--- config.mk ---
export PLATFORM = sky130hd
export DESIGN_NAME = tma_acc_store
export DESIGN_NICKNAME = d
export VERILOG_FILES = /design/src/rtl/tma_pkg.sv /design/src/rtl/tma_acc_store.sv
export SDC_FILE = /design/constraint.sdc
export NUM_CORES = 2
export LEC_CHECK = 0
export ABC_AREA = 0
export BUFFER_PORTS_ARGS = -buffer_cell sky130_fd_sc_hd__buf_4
export CORE_UTILIZATION = 55
export CTS_BUF_LIST = sky130_fd_sc_hd__clkbuf_8
export DETAILED_ROUTE_END_ITERATION = 8
export GPL_ROUTABILITY_DRIVEN = 0
export PLACE_DENSITY = 0.73
export SLEW_MARGIN = 40
export SYNTH_ARGS = -nofsm -noshare
export SYNTH_HDL_FRONTEND = slang
export SYNTH_SLANG_ARGS = --single-unit
--- constraint.sdc ---
create_clock -name clk -period 6.63 [get_ports clk]
set_clock_uncertainty 0.1 [all_clocks]
set_input_delay 1.326 -clock clk [delete_from_list [all_inputs] [get_ports clk]]
set_output_delay 1.326 -clock clk [all_outputs]
set_load 0.05 [all_outputs]
--- src/rtl/tma_pkg.sv ---
package tma_pkg;

  localparam int TILE_DIM = 8;
  localparam int IDX_W = $clog2(TILE_DIM);
  localparam int ELEMS = TILE_DIM * TILE_DIM;
  localparam int ADDR_W = 2 * IDX_W;
  localparam int OP_W = 16;
  localparam int ACC_W = 48;
  localparam int PROD_W = 2 * OP_W;
  localparam int OPC_W = 2;
  localparam int ROW_W = 3;
  localparam int COL_W = 3;

  localparam logic [OPC_W-1:0] OP_LOAD_A = 2'd0;
  localparam logic [OPC_W-1:0] OP_LOAD_B = 2'd1;
  localparam logic [OPC_W-1:0] OP_LOAD_ACC = 2'd2;
  localparam logic [OPC_W-1:0] OP_COMPUTE = 2'd3;

  typedef struct packed {
    logic [OPC_W-1:0] opcode;
    logic [ROW_W-1:0] row;
    logic [COL_W-1:0] col;
    logic signed [OP_W-1:0] operand_value;
    logic signed [ACC_W-1:0] acc_value;
  } cmd_t;

  typedef struct packed {
    logic [ROW_W-1:0] out_row;
    logic [COL_W-1:0] out_col;
    logic signed [ACC_W-1:0] out_value;
    logic saturated;
    logic last;
  } res_t;

  typedef struct packed {
    logic valid;
    logic first;
    logic last;
    logic [IDX_W-1:0] row;
    logic [IDX_W-1:0] col;
  } stage_ctl_t;

  typedef struct packed {
    logic en;
    logic [ADDR_W-1:0] addr;
    logic signed [ACC_W-1:0] value;
  } wb_t;

endpackage

--- src/rtl/tma_acc_store.sv ---
module tma_acc_store (
  input  logic                                 clk,
  input  logic                                 rst,
  input  logic                                 wr_en,
  input  logic [tma_pkg::ADDR_W-1:0]           wr_addr,
  input  logic signed [tma_pkg::ACC_W-1:0]     wr_data,
  input  logic                                 rd_en,
  input  logic [tma_pkg::ADDR_W-1:0]           rd_addr,
  output logic signed [tma_pkg::ACC_W-1:0]     rd_data
);

  logic [tma_pkg::ACC_W-1:0] mem [tma_pkg::ELEMS];
  logic [tma_pkg::ELEMS-1:0] vld;
  logic [tma_pkg::ACC_W-1:0] rd_raw;
  logic                      rd_vld;

  // An entry that has not been written since reset reads as zero.
  always_ff @(posedge clk) begin
    if (rst) begin
      vld <= '0;
      rd_vld <= 1'b0;
    end else begin
      if (wr_en) begin
        vld[wr_addr] <= 1'b1;
      end
      if (rd_en) begin
        rd_vld <= vld[rd_addr];
      end
    end
  end

  always_ff @(posedge clk) begin
    if (wr_en) begin
      mem[wr_addr] <= wr_data;
    end
    if (rd_en) begin
      rd_raw <= mem[rd_addr];
    end
  end

  assign rd_data = rd_vld ? rd_raw : '0;

endmodule

==> impl_metrics.env <==
export IMPL_worstHoldStart="vld[51]$_SDFFE_PP0P_"
export IMPL_finalSetupViolations=0
export IMPL_grt_setup_unrepaired="no"
export IMPL_cts_buffers=483
export IMPL_critPathLaunch="rd_vld$_SDFFE_PP0P_"
export IMPL_finalSetupTns_ps=0
export IMPL_synth_warnings=0
export IMPL_stdcell_area_sq_um=136300
export IMPL_post_place_ws_ps=1883
export IMPL_powerDensity_nw_per_um2=287.0
export IMPL_cts_resized=0
export IMPL_synthCells=4826
export IMPL_cts_max_level=5
export IMPL_cp_required_ps=5200
export IMPL_drc=0
export IMPL_die_x_um=470.5
export IMPL_cp_end_kind="output port"
export IMPL_min_path_type="reg -> reg"
export IMPL_drv_slew=0
export IMPL_tightest_slew_ps=974.4
export IMPL_cts_setup_buffers=0
export IMPL_cts_sink_count=3185
export IMPL_syn2layout_area_growth_pct=12.92
export IMPL_start_util_pct=55.49
export IMPL_avgSynthCellArea_sq_um=25.02
export IMPL_synth_edff_count=3120
export IMPL_synth_nets=4890
export IMPL_place_inst=7751
export IMPL_grt_ovfl_total=0
export IMPL_status="finished clean"
export IMPL_synth_main_ff_cell="edfxtp_1"
export IMPL_max_cap_violations=0
export IMPL_drtIter0Drc=8409
export IMPL_synth_distinct_cells=36
export IMPL_grt_pass1_vias=57300
export IMPL_ys_seq_elements=3185
export IMPL_final_hold_viol_count=0
export IMPL_max_slew_margin_pct=35.04
export IMPL_cp_arrival_ps=2480
export IMPL_portBuffers=111
export IMPL_grt_max_degree=108
export IMPL_antenna_found_initial=33
export IMPL_critPathSlowestCell="dfxtp_4"
export IMPL_crit_type="reg -> out"
export IMPL_viasPerCell=6.723
export IMPL_fin_crit_sh_pct=58.94
export IMPL_core_area_sq_um=217600
export IMPL_ir_drop_v=0.0002169
export IMPL_setup_ws_ps=2722
export IMPL_synth_top_area_share_pct=77.60
export IMPL_routed_wl_mm=320.0
export IMPL_drive_gt1_share_pct=34.52
export IMPL_layout_min_cycle_time_ps=3908
export IMPL_grt_pass1_wl_mm=441.6
export IMPL_ios=112
export IMPL_fillCellCount=13770
export IMPL_crit_fanout=49
export IMPL_post_drt_wl_per_cell_um=37.03
export IMPL_fp_dieArea_sq_um=221400
export IMPL_grtUsageTotal_pct=29.07
export IMPL_synth_area_sq_um=120700
export IMPL_worstReg2RegStart="mem[23][24]$_DFFE_PP_"
export IMPL_vias=58090
export IMPL_layout_cells_non_filler=8640
export IMPL_synthTopCellsByArea="edfxtp_1 (78%), mux4_2 (19%), dfxtp_1 (1.1%)"
export IMPL_postSynth_asyncResetShare_pct=0
export IMPL_yosysTopAreaCell="edfxtp_1"
export IMPL_fp_row_count=171
export IMPL_p_leak_nw=43.05
export IMPL_ys_seq_area_share_pct=78.68
export IMPL_nets=5452
export IMPL_clk_path_buf_depth=4
export IMPL_cts_hold_fix_buffers=0
export IMPL_cts_tree="done"
export IMPL_clock_latency_ps=1120
export IMPL_dpl_cell_area_sq_um=127400
export IMPL_crit_chain="and2_1 > buf_4"
export IMPL_startpoint_type="register"
export IMPL_cts_root_buf="clkbuf_8"
export IMPL_die_y_um=470.5
export IMPL_path_clk_slew_ps=60
export IMPL_multiInputGateArea_sq_um=25080
export IMPL_ant_nets=0
export IMPL_fmax_ghz=0.2559
export IMPL_slowest_delay_ps=700
export IMPL_firstDrtPassIters=5
export IMPL_regArea_sq_um=94990
export IMPL_dp_hpwl_mm=168.7
[layout make-up]
type                       instances  share of cell area, %
antenna                            9                0.01652
tap                             2854                  2.619
multi-input combinational       1386                  18.40
inverter                           2               0.005506
timing repair buffer             330                  2.827
clock inverter                   376                  1.428
sequential                      3185                  69.68
clock buffer                     498                  5.027
[flip-flops by register name, summed over array words and instances (netlist names)]
| name | count |
|---|---|
| mem | 3072 |
| rd_vld | 1 |
| rd_raw | 48 |
| vld | 64 |
[synth_stat cells (2+ instances only)]
library cell	number
nor2b_1	16
buf_6	2
a211o_1	2
mux2_2	4
o21ai_0	2
edfxtp_1	3120
clkbuf_1	108
nor3_1	5
mux2i_1	62
nand3b_1	2
buf_2	97
a21oi_1	2
nand2_1	17
nand4_1	2
buf_1	36
a31oi_1	5
o22ai_1	2
a22oi_1	2
buf_4	10
nor4_1	2
a211oi_1	8
nor2_1	184
nand2b_1	5
dfxtp_1	65
mux4_2	994
and2_1	51
nand3_1	9
o21ba_2	4
[per-layer routing]
metal,GRT usage [%],up-vias,wire (um)
li1,-,22120,-
met1,39.50,31060,111600
met2,46.65,4191,156900
met3,6.140,685,38190
met4,11.41,28,13140
met5,0,-,178
[cells by family (layout without fill, tap and decap cells)]
family | Yosys count | count (layout) | share of synthesized area [%]
flops | 3185 | 3185 | 78.68
other cells | 0 | 9 | 0
compound gates | 32 | 32 | 0.1990
simple gates | 294 | 294 | 1.094
buf+inv | 255 | 1206 | 0.9368
mux | 1060 | 1060 | 19.09
[stage by stage]
stage | util [%] | hold slack [ps] | total power, mW
finish | 62.66 | 374.5 | 39.13
global route | 62.65 | 384.6 | 40.19
CTS | 62.58 | 369.9 | 39.29
detailed placement | 58.54 | 355.0 | 24.66
global placement | 58.15 | 347.5 | 24.61
floorplan | - | 332.3 | 23.88
[power breakdown]
group	leakage (nW)	switching (mW)	internal, mW
logic	9.36	1.04	0.805
registers	28.6	0.107	22.3
clock network	5.06	7.37	7.53
total	43.0	8.52	30.6
[layout by cell type (no fill, tap or decap), types with 16 or more instances in the layout]
cell type / instances
edfxtp_1: 3120
mux4_2: 994
clkbuf_8: 498
buf_4: 220
inv_1: 143
clkinv_1: 136
nor2_1: 124
clkinv_2: 71
dfxtp_1: 64
mux2i_1: 62
nor2_4: 60
buf_12: 57
and2_1: 51
buf_8: 24
buf_16: 23
nand2_1: 17
nor2b_1: 16
[critical path, delay by kind of cell (launching register included)]
family,cells,cell delay [ps]
buffers and inverters,1,250
and+or+nand+nor,1,370
DFF,1,700
[final timing paths]
check	to	slack, ps	cells after the start
max	rd_data[10]	2720	2
min	vld[51]$_SDFFE_PP0P_	370	2
max reg2reg	rd_raw[24]$_DFFE_PP_	4070	5
min reg2reg	vld[51]$_SDFFE_PP0P_	370	2
Power figures use the tool's default switching activity.
