File: config.mk
export PLATFORM = sky130hd
export DESIGN_NAME = tma_ram
export DESIGN_NICKNAME = d
export VERILOG_FILES = /design/src/rtl/tma_pkg.sv /design/src/rtl/tma_ram.sv
export SDC_FILE = /design/constraint.sdc
export NUM_CORES = 1
export LEC_CHECK = 0
export ABC_CLOCK_PERIOD_IN_PS = 2000
export BUFFER_PORTS_ARGS = -buffer_cell sky130_fd_sc_hd__buf_2
export CAP_MARGIN = 25
export CORE_ASPECT_RATIO = 2
export CORE_MARGIN = 1.5
export CORE_UTILIZATION = 56
export CTS_BUF_LIST = sky130_fd_sc_hd__clkbuf_16
export DETAILED_ROUTE_END_ITERATION = 12
export PLACE_DENSITY_LB_ADDON = 0.08
export SLEW_MARGIN = 25
export SYNTH_ARGS = -nofsm -noshare
export SYNTH_HDL_FRONTEND = slang
export SYNTH_SLANG_ARGS = --single-unit
File: constraint.sdc
create_clock -name clk -period 2 [get_ports clk]
set_input_delay 0.1 -clock clk [delete_from_list [all_inputs] [get_ports clk]]
set_output_delay 0.1 -clock clk [all_outputs]
set_load 0.02 [all_outputs]
File: src/rtl/tma_pkg.sv
package tma_pkg;

  localparam int TILE_DIM = 8;
  localparam int IDX_W = $clog2(TILE_DIM);
  localparam int ELEMS = TILE_DIM * TILE_DIM;
  localparam int ADDR_W = 2 * IDX_W;
  localparam int OP_W = 16;
  localparam int ACC_W = 48;
  localparam int PROD_W = 2 * OP_W;
  localparam int OPC_W = 2;
  localparam int ROW_W = 3;
  localparam int COL_W = 3;

  localparam logic [OPC_W-1:0] OP_LOAD_A = 2'd0;
  localparam logic [OPC_W-1:0] OP_LOAD_B = 2'd1;
  localparam logic [OPC_W-1:0] OP_LOAD_ACC = 2'd2;
  localparam logic [OPC_W-1:0] OP_COMPUTE = 2'd3;

  typedef struct packed {
    logic [OPC_W-1:0] opcode;
    logic [ROW_W-1:0] row;
    logic [COL_W-1:0] col;
    logic signed [OP_W-1:0] operand_value;
    logic signed [ACC_W-1:0] acc_value;
  } cmd_t;

  typedef struct packed {
    logic [ROW_W-1:0] out_row;
    logic [COL_W-1:0] out_col;
    logic signed [ACC_W-1:0] out_value;
    logic saturated;
    logic last;
  } res_t;

  typedef struct packed {
    logic valid;
    logic first;
    logic last;
    logic [IDX_W-1:0] row;
    logic [IDX_W-1:0] col;
  } stage_ctl_t;

  typedef struct packed {
    logic en;
    logic [ADDR_W-1:0] addr;
    logic signed [ACC_W-1:0] value;
  } wb_t;

endpackage

File: src/rtl/tma_ram.sv
module tma_ram #(
  parameter int DATA_W = tma_pkg::OP_W,
  parameter int ADDR_W = tma_pkg::ADDR_W
) (
  input  logic              clk,
  input  logic              wr_en,
  input  logic [ADDR_W-1:0] wr_addr,
  input  logic [DATA_W-1:0] wr_data,
  input  logic              rd_en,
  input  logic [ADDR_W-1:0] rd_addr,
  output logic [DATA_W-1:0] rd_data
);

  logic [DATA_W-1:0] mem [2**ADDR_W];

  always_ff @(posedge clk) begin
    if (wr_en) begin
      mem[wr_addr] <= wr_data;
    end
    if (rd_en) begin
      rd_data <= mem[rd_addr];
    end
  end

endmodule

==> qor.csv <==
stage;metric;value;unit
sta;min Tclk post-route;2040;ps
clocking;clk buf depth;3;
worst_setup_path;CP max FO;1;
place;hpwl dp;66700;um
final_layout;most frequent cells in the layout;edfxtp_1, mux4_2, buf_4;
synth;mapped cell area;40200;sq um
worst_setup_path;Worst path slowest cell;mux4_2;
global_routing;routing usage on met1;0.338;
final_layout;Final Util;0.654;
sta;Setup WS post-layout;-36.8;ps
pwr;Static Leak;15.1;nW
worst_setup_path;Critical Path Max Stage Delay;500;ps
global_routing;aggregate global routing overflow;0;
floorplan;Die ar.;73500;sq um
clocking;H-tree depth;3;
flow_run;max-cap violations;0;
detailed_routing;WL per Instance;32.5;um
synth;Yosys top cell by area;edfxtp_1;
worst_setup_path;crit path cell chain;mux4_2 -> mux2_4 -> nand2_4 -> nand4_1 -> and4_1;
pwr;clock share of power;0.367;
sta;RSZ-0062 raised after global routing;yes;
detailed_routing;DRT Wirelength;101000;um
sta;Final Skew;17.6;ps
place;placed insts;2956;
global_routing;GR Util met2;0.507;
global_routing;largest net degree at the start of global routing;65;
synth;top-area cell type share of the netlist area;0.777;
worst_setup_path;Startpoint Class;flip-flop;
worst_setup_path;r2r startpoint;mem[7][2]$_DFFE_PP_;
global_routing;met3 global-route usage;0.0369;
synth;Avg Cell Area, Syn;22.0;sq um
place;GPL Wtd Cong;0.912;
clocking;CTS tree;done;
clocking;Setup Fix Bufs, Post-CTS;0;
clocking;Sink Count;1040;
detailed_routing;initial DRC count;1728;
outcome;outcome;finished with violations;
worst_setup_path;Worst Path Required;2420;ps
detailed_routing;DRC viols;0;
clocking;clk_lat worst skew;670;ps
sta;Setup Viol. Count Final;3;
place;Setup WS pre-CTS;-598;ps
synth;Seq/Total Area, Yosys;0.777;
sta;fmax;0.491;GHz
final_layout;Area Overhead vs Synth;15.4;%
global_routing;first-pass GRT wire length;145000;um
worst_setup_path;Crit Path Class;flip-flop to flip-flop;
synth;Yosys warnings;0;
floorplan;Row Count;138;
synth;main flop type after synthesis;edfxtp_1;
pwr;internal power;33.5;mW
sta;Slew Viols, Final;0;
pwr;Switching Fraction;0.215;
floorplan;Boundary Pins;47;
detailed_routing;Vias;19600;
global_routing;GRT Util Overall;0.287;
worst_setup_path;CP arrival;2460;ps
pwr;VDD IR max;853;uV
sta;max_slew headroom;0.289;
place;IO Port Bufs;46;
worst_setup_path;CP top delay family;multiplexers;
final_layout;Multi-input gate area;8390;sq um
sta;Tcrit/Tclk final;1.02;
detailed_routing;Via-to-Cell Ratio;6.29;
sta;Final TNS setup;-88.0;ps
floorplan;Die W;192;um
pwr;pwr/cell area;919;nW/um^2
clocking;total CTS buffers;84;
worst_setup_path;critical path capture point type;flip-flop;
synth;Area contributors post-synth;edfxtp_1, mux4_2, mux2i_1;
clocking;Root Buffer;clkbuf_16;
clocking;clock slew at reported path FFs;70;ps
worst_hold_path;HP Class;input pin to flip-flop;
sta;Hold Slack;66.5;ps
floorplan;Die Y;382;um
final_layout;register area;31200;sq um
global_routing;number of antenna violations at the first check in global routing;3;
floorplan;initial core utilization;0.567;
synth;Yosys cell types;42;
sta;Slew @ Worst Pin;1070;ps
final_layout;post-route insts no fill;3116;
worst_hold_path;Endpoint, Worst Hold;mem[58][15]$_DFFE_PP_;
final_layout;commonest non-fill, non-tap cell in the layout;edfxtp_1;
final_layout;Final nets;2173;
global_routing;busiest grt layer;met2;
worst_hold_path;Hold Crit Depth;1;
global_routing;number of global-route vias before repair;20600;
outcome;failing checks;setup timing;
detailed_routing;Routed Antenna Nets;0;
synth;synthesis-stage register bit count;1040;
pwr;combinational power share;0.065;
final_layout;FILL cells;4647;
pwr;Psw;9.18;mW
floorplan;area of the core;71000;sq um
worst_setup_path;FF-to-FF End;rd_data[2]$_DFFE_PP_;
sta;Final Hold Viols;0;
worst_setup_path;flop2flop setup slack;-40;ps
synth;Post-synth EDFFs;1040;
synth;Async S/R FF share, synth;0;
final_layout;layout cells sized above 1;0.324;
synth;Mapped Nets;1860;
worst_setup_path;Buf+Inv Stages, Crit Path;0;
detailed_routing;Detailed Routing Iterations Pass 1;5;
worst_setup_path;Worst R2R Path Depth;5;
synth;Post-Synthesis Cells;1829;
worst_hold_path;Hold Path Origin;wr_data[15];
pwr;sequential share of power;0.568;
-- power groups by stage --
stage | logic [mW] | clock network (mW) | registers, mW
6_report | 2.76 | 15.7 | 24.2
5_1_grt | 2.90 | 16.7 | 24.2
4_1_cts | 2.77 | 15.9 | 24.2
3_5_place_dp | 2.72 | 0 | 24.7
3_3_place_gp | 2.68 | 0 | 24.7
2_1_floorplan | 1.25 | 0 | 24.7
-- state kept, by name, summed over array words and instances (netlist names) --
name,flops
rd_data,16
mem,1024
-- how the worst max path moves through the flow --
| stage | from | to | depth (start not counted) |
|---|---|---|---|
| 3_3_place_gp | rd_addr[0] | rd_data[9]$_DFFE_PP_ | 7 |
| 6_report | mem[7][2]$_DFFE_PP_ | rd_data[2]$_DFFE_PP_ | 5 |
| 3_5_place_dp | rd_addr[0] | rd_data[9]$_DFFE_PP_ | 7 |
| 2_1_floorplan | wr_addr[5] | mem[39][0]$_DFFE_PP_ | 4 |
| 4_1_cts | mem[20][1]$_DFFE_PP_ | rd_data[1]$_DFFE_PP_ | 6 |
| 5_1_grt | mem[20][1]$_DFFE_PP_ | rd_data[1]$_DFFE_PP_ | 6 |
-- layer usage --
layer / vias up / part of all wire
met1: 10500 / 0.36
met2: 623 / 0.54
li1: 8287 / -
met3: 181 / 0.047
met5: - / 0.00015
met4: 2 / 0.057
-- cell families after synthesis --
kind of cell | share of synthesized area
DFF | 0.777
and+or+nand+nor | 0.0264
buffers and inverters | 0.0182
muxes | 0.155
AOI/OAI and AO/OA | 0.0240
-- worst register-to-register path: cells and delay by family (launching register included) --
kind          cells  cell delay, ps
mux               2             830
simple gates      3             610
flops             1             370
-- synthesized netlist by cell type (all sizes together), types with 12 or more instances --
master and n:
buf 77, mux2i 85, a221oi 16, nand2 60, nand3 24, mux2 27, nand4 12, a21oi 17
clkbuf 27, edfxtp 1040, nor2b 30, nor2 74, mux4 224, a22oi 39
-- area by class of cell --
type                            count  share of cell area
Clock buffer                       87              0.0469
Sequential cell                  1040               0.673
Antenna cell                        2            0.000108
Tap cell                          910              0.0245
Multi-Input combinational cell    685               0.181
Timing Repair Buffer              331              0.0669
Clock inverter                     61             0.00779
-- repair_timing --
| item | 4_1_cts | 5_1_grt |
|---|---|---|
| pin swaps | 13 | 6 |
| gates cloned | 0 | 0 |
| endpoints found under the setup margin | 9 | 12 |
| resized for setup | 20 | 10 |
| hold endpoints to repair | 423 | 0 |
| hold buffers | 10 | 0 |
-- stage by stage --
stage                     cell area, sq um  power, mW
after floorplan                      40200       26.0
final                                46400       42.6
after global routing                 46400       43.8
after detailed placement             43600       27.4
after CTS                            46400       42.9
after global placement               43600       27.4
(Power assumes the default switching activity.)
