$ cat src/rtl/tma_pkg.sv
package tma_pkg;

  localparam int TILE_DIM = 8;
  localparam int IDX_W = $clog2(TILE_DIM);
  localparam int ELEMS = TILE_DIM * TILE_DIM;
  localparam int ADDR_W = 2 * IDX_W;
  localparam int OP_W = 16;
  localparam int ACC_W = 48;
  localparam int PROD_W = 2 * OP_W;
  localparam int OPC_W = 2;
  localparam int ROW_W = 3;
  localparam int COL_W = 3;

  localparam logic [OPC_W-1:0] OP_LOAD_A = 2'd0;
  localparam logic [OPC_W-1:0] OP_LOAD_B = 2'd1;
  localparam logic [OPC_W-1:0] OP_LOAD_ACC = 2'd2;
  localparam logic [OPC_W-1:0] OP_COMPUTE = 2'd3;

  typedef struct packed {
    logic [OPC_W-1:0] opcode;
    logic [ROW_W-1:0] row;
    logic [COL_W-1:0] col;
    logic signed [OP_W-1:0] operand_value;
    logic signed [ACC_W-1:0] acc_value;
  } cmd_t;

  typedef struct packed {
    logic [ROW_W-1:0] out_row;
    logic [COL_W-1:0] out_col;
    logic signed [ACC_W-1:0] out_value;
    logic saturated;
    logic last;
  } res_t;

  typedef struct packed {
    logic valid;
    logic first;
    logic last;
    logic [IDX_W-1:0] row;
    logic [IDX_W-1:0] col;
  } stage_ctl_t;

  typedef struct packed {
    logic en;
    logic [ADDR_W-1:0] addr;
    logic signed [ACC_W-1:0] value;
  } wb_t;

endpackage

$ cat src/rtl/tma_mac.sv
module tma_mac (
  input  logic                             clk,
  input  logic                             rst,
  input  tma_pkg::stage_ctl_t              s1,
  input  logic signed [tma_pkg::OP_W-1:0]  a_q,
  input  logic signed [tma_pkg::OP_W-1:0]  b_q,
  input  logic signed [tma_pkg::ACC_W-1:0] acc_q,
  output logic                             adv,
  output tma_pkg::wb_t                     wb,
  output logic                             res_valid,
  input  logic                             res_ready,
  output tma_pkg::res_t                    res
);

  localparam int AW = tma_pkg::ACC_W;
  localparam int PW = tma_pkg::PROD_W;
  localparam logic [tma_pkg::IDX_W-1:0] IDX_MAX = tma_pkg::IDX_W'(tma_pkg::TILE_DIM - 1);
  localparam logic signed [AW:0] SUM_MAX = {2'b00, {(AW-1){1'b1}}};
  localparam logic signed [AW:0] SUM_MIN = {2'b11, {(AW-1){1'b0}}};

  tma_pkg::stage_ctl_t    s2;
  logic signed [PW-1:0]   prod;
  logic signed [AW-1:0]   base_acc;
  logic signed [AW-1:0]   run_acc;
  logic                   run_sat;
  logic signed [AW-1:0]   acc_in;
  logic signed [AW:0]     sum;
  logic signed [AW-1:0]   sum_sat;
  logic                   sat_out;
  logic                   stall;
  logic                   emit;

  always_comb begin
    acc_in = s2.first ? base_acc : run_acc;
    sum = {acc_in[AW-1], acc_in} + {{(AW+1-PW){prod[PW-1]}}, prod};
    sat_out = s2.first ? 1'b0 : run_sat;
    if (sum > SUM_MAX) begin
      sum_sat = SUM_MAX[AW-1:0];
      sat_out = 1'b1;
    end else if (sum < SUM_MIN) begin
      sum_sat = SUM_MIN[AW-1:0];
      sat_out = 1'b1;
    end else begin
      sum_sat = sum[AW-1:0];
    end
  end

  assign stall = s2.valid && s2.last && res_valid && !res_ready;
  assign adv = !stall;
  assign emit = adv && s2.valid && s2.last;

  assign wb.en = emit;
  assign wb.addr = {s2.row, s2.col};
  assign wb.value = sum_sat;

  always_ff @(posedge clk) begin
    if (rst) begin
      s2 <= '0;
      res_valid <= 1'b0;
    end else begin
      if (adv) begin
        s2 <= s1;
      end
      if (emit) begin
        res_valid <= 1'b1;
      end else if (res_ready) begin
        res_valid <= 1'b0;
      end
    end
  end

  always_ff @(posedge clk) begin
    if (adv) begin
      prod <= a_q * b_q;
      base_acc <= acc_q;
    end
    if (adv && s2.valid) begin
      run_acc <= sum_sat;
      run_sat <= sat_out;
    end
    if (emit) begin
      res.out_row <= tma_pkg::ROW_W'(s2.row);
      res.out_col <= tma_pkg::COL_W'(s2.col);
      res.out_value <= sum_sat;
      res.saturated <= sat_out;
      res.last <= (s2.row == IDX_MAX) && (s2.col == IDX_MAX);
    end
  end

endmodule

$ cat config.mk
export PLATFORM = sky130hd
export DESIGN_NAME = tma_mac
export DESIGN_NICKNAME = d
export VERILOG_FILES = /design/src/rtl/tma_pkg.sv /design/src/rtl/tma_mac.sv
export SDC_FILE = /design/constraint.sdc
export NUM_CORES = 1
export LEC_CHECK = 0
export ABC_AREA = 1
export BUFFER_PORTS_ARGS = -buffer_cell sky130_fd_sc_hd__buf_2
export CORE_MARGIN = 2
export CORE_UTILIZATION = 30
export CTS_CLUSTER_SIZE = 30
export DETAILED_ROUTE_END_ITERATION = 16
export PLACE_DENSITY_LB_ADDON = 0.2
export SETUP_SLACK_MARGIN = 0.5
export SLEW_MARGIN = 20
export SYNTH_ARGS = -nofsm -noshare
export SYNTH_HDL_FRONTEND = slang
export SYNTH_SLANG_ARGS = --single-unit
export TNS_END_PERCENT = 10
$ cat constraint.sdc
create_clock -name clk -period 6.7 [get_ports clk]
set_clock_uncertainty 0.2 [all_clocks]
set_input_delay 0.335 -clock clk [delete_from_list [all_inputs] [get_ports clk]]
set_output_delay 0.335 -clock clk [all_outputs]
set_load 0.03 [all_outputs]
==> flow_summary.yaml, run 1 <==
layout:
  multi_input_area_um2: 12900
  final_cell_mix: "888 x nand2_1, 654 x inv_1, 262 x fa_1"
  antennaDiodeCount: 0
  seq_area_um2: 5757
  fin_util: 0.3475
  layout_commonest_cell: "nand2_1"
  n_fill_cell: 7626
  drive_gt1_frac: 0.1002
  final_nets: 3417
  layout-area-overhead-vs-synth_pct: 14.97
sta:
  setup_viol: 0
  rsz0062_at_grt: "false"
  min_period_ps: 5836
  max_slew_margin: 0.3434
  post-route-period-util: 0.8710
  fmax_mhz: 171.4
  max_slew.worst_pin.slew_ps: 981.5
  hold_violations: 0
  drv_slew: 0
  fin_tns_setup_ps: 0
hold_path:
  hold_path.class: "primary input to flop"
synthesis:
  syn_area_um2: 21530
  yosys.area.top_type: "edfxtp_1"
  yosys-top-cells-area: "edfxtp_1 26%, fa_1 24%, nand2_1 15%, inv_1 11%, ha_1 7.6%"
  avgSynthCellArea_um2: 7.945
  yosys_warnings: 0
  synth_fp_nets: 3195
  syn_inst: 2710
  yosysUniqueCellTypes: 37
  ys_ff_latch: 195
  synth_top_area_share: 0.2580
  ys_seq_area_frac: 0.2673
floorplan:
  coreArea_um2: 71240
  rows: 98
  dieArea_um2: 73930
  die_w_um: 271.9
  die_h_um: 271.9
  start_util: 0.3022
  num_io_pins: 205
clock_network:
  cts_tree: "built"
  post-cts-setup-buffers: 0
  clk-insertion-delay-late_ps: 460
  htree_levels: 4
  clk_pin_slew_ps: 80
  ctsRootBufferMaster: "clkbuf_16"
  cts_made_buffers: 17
  clock_sinks: 195
  cts_buffer_depth: 2
setup_path:
  worstPathCellList: "buf_2 > nand2_1 > inv_1 > fa_1 > fa_2 > fa_1 > fa_1 > fa_1 > inv_1 > fa_1 > inv_1 > ha_1 > a21o_1 > o21bai_1 > a21oi_1 > nand3_1 > xor2_1"
  cp_common_cell: "fa_1"
  crit_type: "primary input to flop"
  crit_fanout: 16
  arrival_ps: 5820
  critPathLaunchType: "primary input"
  cp.required_ps: 6690
  end_kind: "flop"
  slowest_delay_ps: 710
  crit_slowest_cell: "fa_1"
detailed_routing:
  drt_iter0_drc: 772
  vias: 16890
  drc: 0
  drtAntennaViolNets: 0
  first_pass_iters: 5
  routed_wl_um: 61160
  wire_per_inst_um: 15.71
  routed_via_density: 4.338
placed_design:
  hpwl_um: 50990
  io_buffers: 204
  place_congestion: 0.9320
grt:
  grt_first_pass_wirelength_um: 97210
  grt_pass1_vias: 17630
  antenna_found_initial: 0
  track_usage: 0.1679
  grt_max_degree: 50
  overflow: 0
run_status:
  outcome: "complete, no violations"
flow_run:
  maxCapViolCount: 0
layer usage:
metal / wire, µm / vias to the layer above / global-route usage
met3: 1887 / 40 / 0.01596
met2: 30730 / 305 / 0.3040
met1: 27560 / 8058 / 0.2161
met5: 0 / - / 0
met4: 985 / 0 / 0.03702
li1: - / 8490 / -
metrics by stage:
stage	std cells	cell area (µm²)	hold slack [ps]	setup WS, ps
5_1_grt	3894	24760	257.4	603.1
4_1_cts	3894	24750	235.5	699.1
3_5_place_dp	3795	23510	279.5	210.0
3_3_place_gp	3795	23510	278.4	223.6
6_report	3894	24760	262.1	864.2
2_1_floorplan	2710	21530	233.9	644.7
critical path, delay by kind of cell:
family,cells,cell delay [ps]
xor gates and xnor gates,1,220
buffers and inverters,4,400
AOI/OAI and AO/OA,3,640
adders and majority gates,7,3830
and+or+nand+nor,2,370
cell usage after synthesis:
| cell | n |
|---|---|
| a211oi_1 | 1 |
| o21a_1 | 2 |
| nor2_2 | 8 |
| xor2_1 | 44 |
| o21bai_1 | 14 |
| buf_6 | 4 |
| edfxtp_1 | 185 |
| inv_1 | 655 |
| and2_1 | 3 |
| nor3_2 | 1 |
| a21o_1 | 4 |
| dfxtp_1 | 10 |
| nor3_1 | 14 |
| nand3b_1 | 2 |
| nand4_1 | 28 |
| nor2_4 | 1 |
| nand3_2 | 2 |
| a21boi_0 | 2 |
| ha_1 | 130 |
| buf_1 | 1 |
| a21oi_1 | 94 |
| a221oi_1 | 1 |
| xnor2_1 | 21 |
| nor4_1 | 3 |
| buf_2 | 4 |
| fa_1 | 263 |
| inv_2 | 10 |
| nand2_1 | 889 |
| a31oi_1 | 2 |
| o21ai_0 | 36 |
| clkbuf_1 | 70 |
| nand3_1 | 58 |
| or2_2 | 3 |
| nor2_1 | 124 |
| or2_0 | 1 |
| buf_4 | 9 |
| nand2_2 | 11 |
cells by family after synthesis:
| group | share of synthesized area |
|---|---|
| xor gates and xnor gates | 0.02644 |
| buffers and inverters | 0.1345 |
| DFF | 0.2673 |
| AOI/OAI and AO/OA | 0.03922 |
| and+or+nand+nor | 0.2125 |
| adders and majority gates | 0.3201 |
registers in the layout, indices dropped and copies added (netlist names):
register,flops
base_acc,48
prod,32
res,56
res_valid,1
run_acc,48
run_sat,1
s2,3
wb,6
area by class of cell:
class	count	share of cell area
Multi-Input combinational cell	1762	0.5211
Sequential cell	195	0.2325
Inverter	665	0.1009
Timing Repair Buffer	291	0.07450
Tap cell	950	0.04801
Clock buffer	17	0.01718
Clock inverter	14	0.005711
path summary, 6_finish.rpt:
kind,startpoint,endpoint,slack (ps),cells after the start
setup reg to reg,s2[7],run_acc[14],2280,18
setup / recovery,a_q[15],prod[26],860,17
hold reg to reg,wb[53],res[55],300,0
hold / removal,a_q[0],prod[0],260,3
repair_timing:
| item | 4_1_cts | 5_1_grt |
|---|---|---|
| endpoints found under the hold margin | 58 | 0 |
| resized for setup | 0 | 1 |
| hold buffers | 68 | 0 |
| setup endpoints to repair | 0 | 4 |
Power of run 1 is left out: the tool's default activity adds up to more than one toggle a clock period on the data nets, which glitch-free logic cannot reach.
==> inputs of run 2 (changes only) <==
--- a/config.mk
+++ b/config.mk
@@ -6,11 +6,11 @@
 export NUM_CORES = 1
 export LEC_CHECK = 0
 export ABC_AREA = 1
-export BUFFER_PORTS_ARGS = -buffer_cell sky130_fd_sc_hd__buf_2
 export CORE_MARGIN = 2
 export CORE_UTILIZATION = 30
 export CTS_CLUSTER_SIZE = 30
 export DETAILED_ROUTE_END_ITERATION = 16
+export DONT_BUFFER_PORTS = 1
 export PLACE_DENSITY_LB_ADDON = 0.2
 export SETUP_SLACK_MARGIN = 0.5
 export SLEW_MARGIN = 20
==> run 2 against run 1 <==
  * Sequential share of layout area increased by 1.1 points
  * Critical endpoint unchanged
  * Hold slack got worse by 190 ps
  * Flip-flop and latch count unchanged
  * Final cell count decreased by 5.6%
  * Global-route usage increased by 0.83 points
  * Clock-buffer cell count unchanged
  * Wire length increased by 4.9%
  * Final area decreased by 4.4%
  * Die area unchanged
==> flow_summary.yaml, run 2 (synthesized netlist as in run 1, its figures left out) <==
run_status:
  outcome: "complete, no violations"
layout:
  largest_register: "res"
  final_cell_mix: "888 x nand2_1, 654 x inv_1, 263 x fa_1"
  reg_top3: "res x56, base_acc x48, run_acc x48"
  seq_area_um2: 5757
  layout-area-overhead-vs-synth_pct: 9.861
  layout_commonest_cell: "nand2_1"
  drive_gt1_frac: 0.02975
  final_nets: 3195
  n_fill_cell: 7631
  largest_register_ffs: 56
  multi_input_area_um2: 12900
clock_network:
  clk-insertion-delay-late_ps: 470
  clk_pin_slew_ps: 70
  ctsRootBufferMaster: "clkbuf_16"
  cts_made_buffers: 17
  cts_tree: "built"
  cts_buffer_depth: 2
  htree_levels: 4
  clock_sinks: 195
  post-cts-setup-buffers: 0
detailed_routing:
  routed_via_density: 4.447
  drtAntennaViolNets: 0
  vias: 16340
  drt_iter0_drc: 805
  routed_wl_um: 64150
  wire_per_inst_um: 17.46
  drc: 0
  first_pass_iters: 5
sta:
  fmax_mhz: 172.9
  max_slew.worst_pin.slew_ps: 1029
  fin_tns_setup_ps: 0
  setup_viol: 0
  hold_violations: 0
  min_period_ps: 5785
  rsz0062_at_grt: "false"
  post-route-period-util: 0.8634
  max_slew_margin: 0.3141
  drv_slew: 0
  worst_slack_ps: 915.0
floorplan:
  die_h_um: 271.9
  num_io_pins: 205
  start_util: 0.3022
  rows: 98
  dieArea_um2: 73930
  die_w_um: 271.9
  coreArea_um2: 71240
hold_path:
  hold_depth: 3
  hold_path_end: "prod[1]"
  hold_path.class: "primary input to flop"
  min_from: "a_q[0]"
placed_design:
  io_buffers: 0
  hpwl_um: 53930
  place_congestion: 0.9264
  dp_slack_ps: 346.1
setup_path:
  critPathLaunchType: "primary input"
  end_kind: "flop"
  rr_endpoint: "res[19]"
  arrival_ps: 5790
  r2r_cells: 20
  crit_fanout: 16
  cp.required_ps: 6700
  r2r-start: "s2[7]"
  crit_type: "primary input to flop"
  ff2ff_setup_slack_ps: 1760
flow_run:
  maxCapViolCount: 0
grt:
  grt_first_pass_wirelength_um: 100500
  track_usage: 0.1762
  grt_max_degree: 60
  grt_pass1_vias: 17660
  antenna_found_initial: 4
  overflow: 0
==> run 2: metal layers <==
metal,routed length (µm),GRT usage
met1,27480,0.2110
met2,32900,0.3267
met3,2049,0.02151
met4,1672,0.05552
met5,49,0
==> run 2: what timing repair did <==
| action | 4_1_cts | 5_1_grt |
|---|---|---|
| hold buffers | 61 | 0 |
| resized for setup | 0 | 0 |
| endpoints found under the hold margin | 59 | 0 |
==> run 2: worst max-delay path by stage <==
| stage | start | to | slack (ps) | cells past startpoint |
|---|---|---|---|---|
| CTS | a_q[15] | prod[28] | 850 | 18 |
| floorplan | b_q[6] | prod[31] | 640 | 24 |
| finish | a_q[15] | prod[26] | 910 | 16 |
| global route | a_q[15] | prod[28] | 550 | 17 |
| detailed placement | a_q[15] | prod[28] | 350 | 18 |
| global placement | a_q[15] | prod[28] | 310 | 18 |
==> run 2: layout make-up <==
cell class / count / area share
inverters: 665 / 0.1056
diodes: 1 / 0.0001058
clock inverters: 15 / 0.008833
flip-flops and latches: 195 / 0.2434
clock buffers: 17 / 0.01798
multi-input cells: 1762 / 0.5455
well taps: 950 / 0.05025
repair buffers: 69 / 0.02835
==> run 2: worst max-delay path, stage by stage <==
cell      delay, ps
nand2_1          90
inv_1           100
fa_1            620
fa_1            900
fa_1            510
fa_1            480
fa_1            550
inv_1            60
fa_1            530
inv_1            40
ha_1            360
a21o_1          240
o21bai_1        230
a21oi_1         240
nand3_1         260
xor2_1          220
==> run 2: stage by stage <==
| stage | hold WS [ps] | cell area [µm²] | instances | utilization |
|---|---|---|---|---|
| 2_1_floorplan | 233.9 | 21530 | 2710 | - |
| 3_3_place_gp | 208.5 | 22400 | 3580 | 0.3145 |
| 3_5_place_dp | 209.1 | 22400 | 3580 | 0.3145 |
| 4_1_cts | 41.18 | 23650 | 3673 | 0.3319 |
| 5_1_grt | 79.93 | 23650 | 3673 | 0.3320 |
| 6_report | 76.08 | 23660 | 3674 | 0.3320 |
Power of run 2 is left out for the same reason.
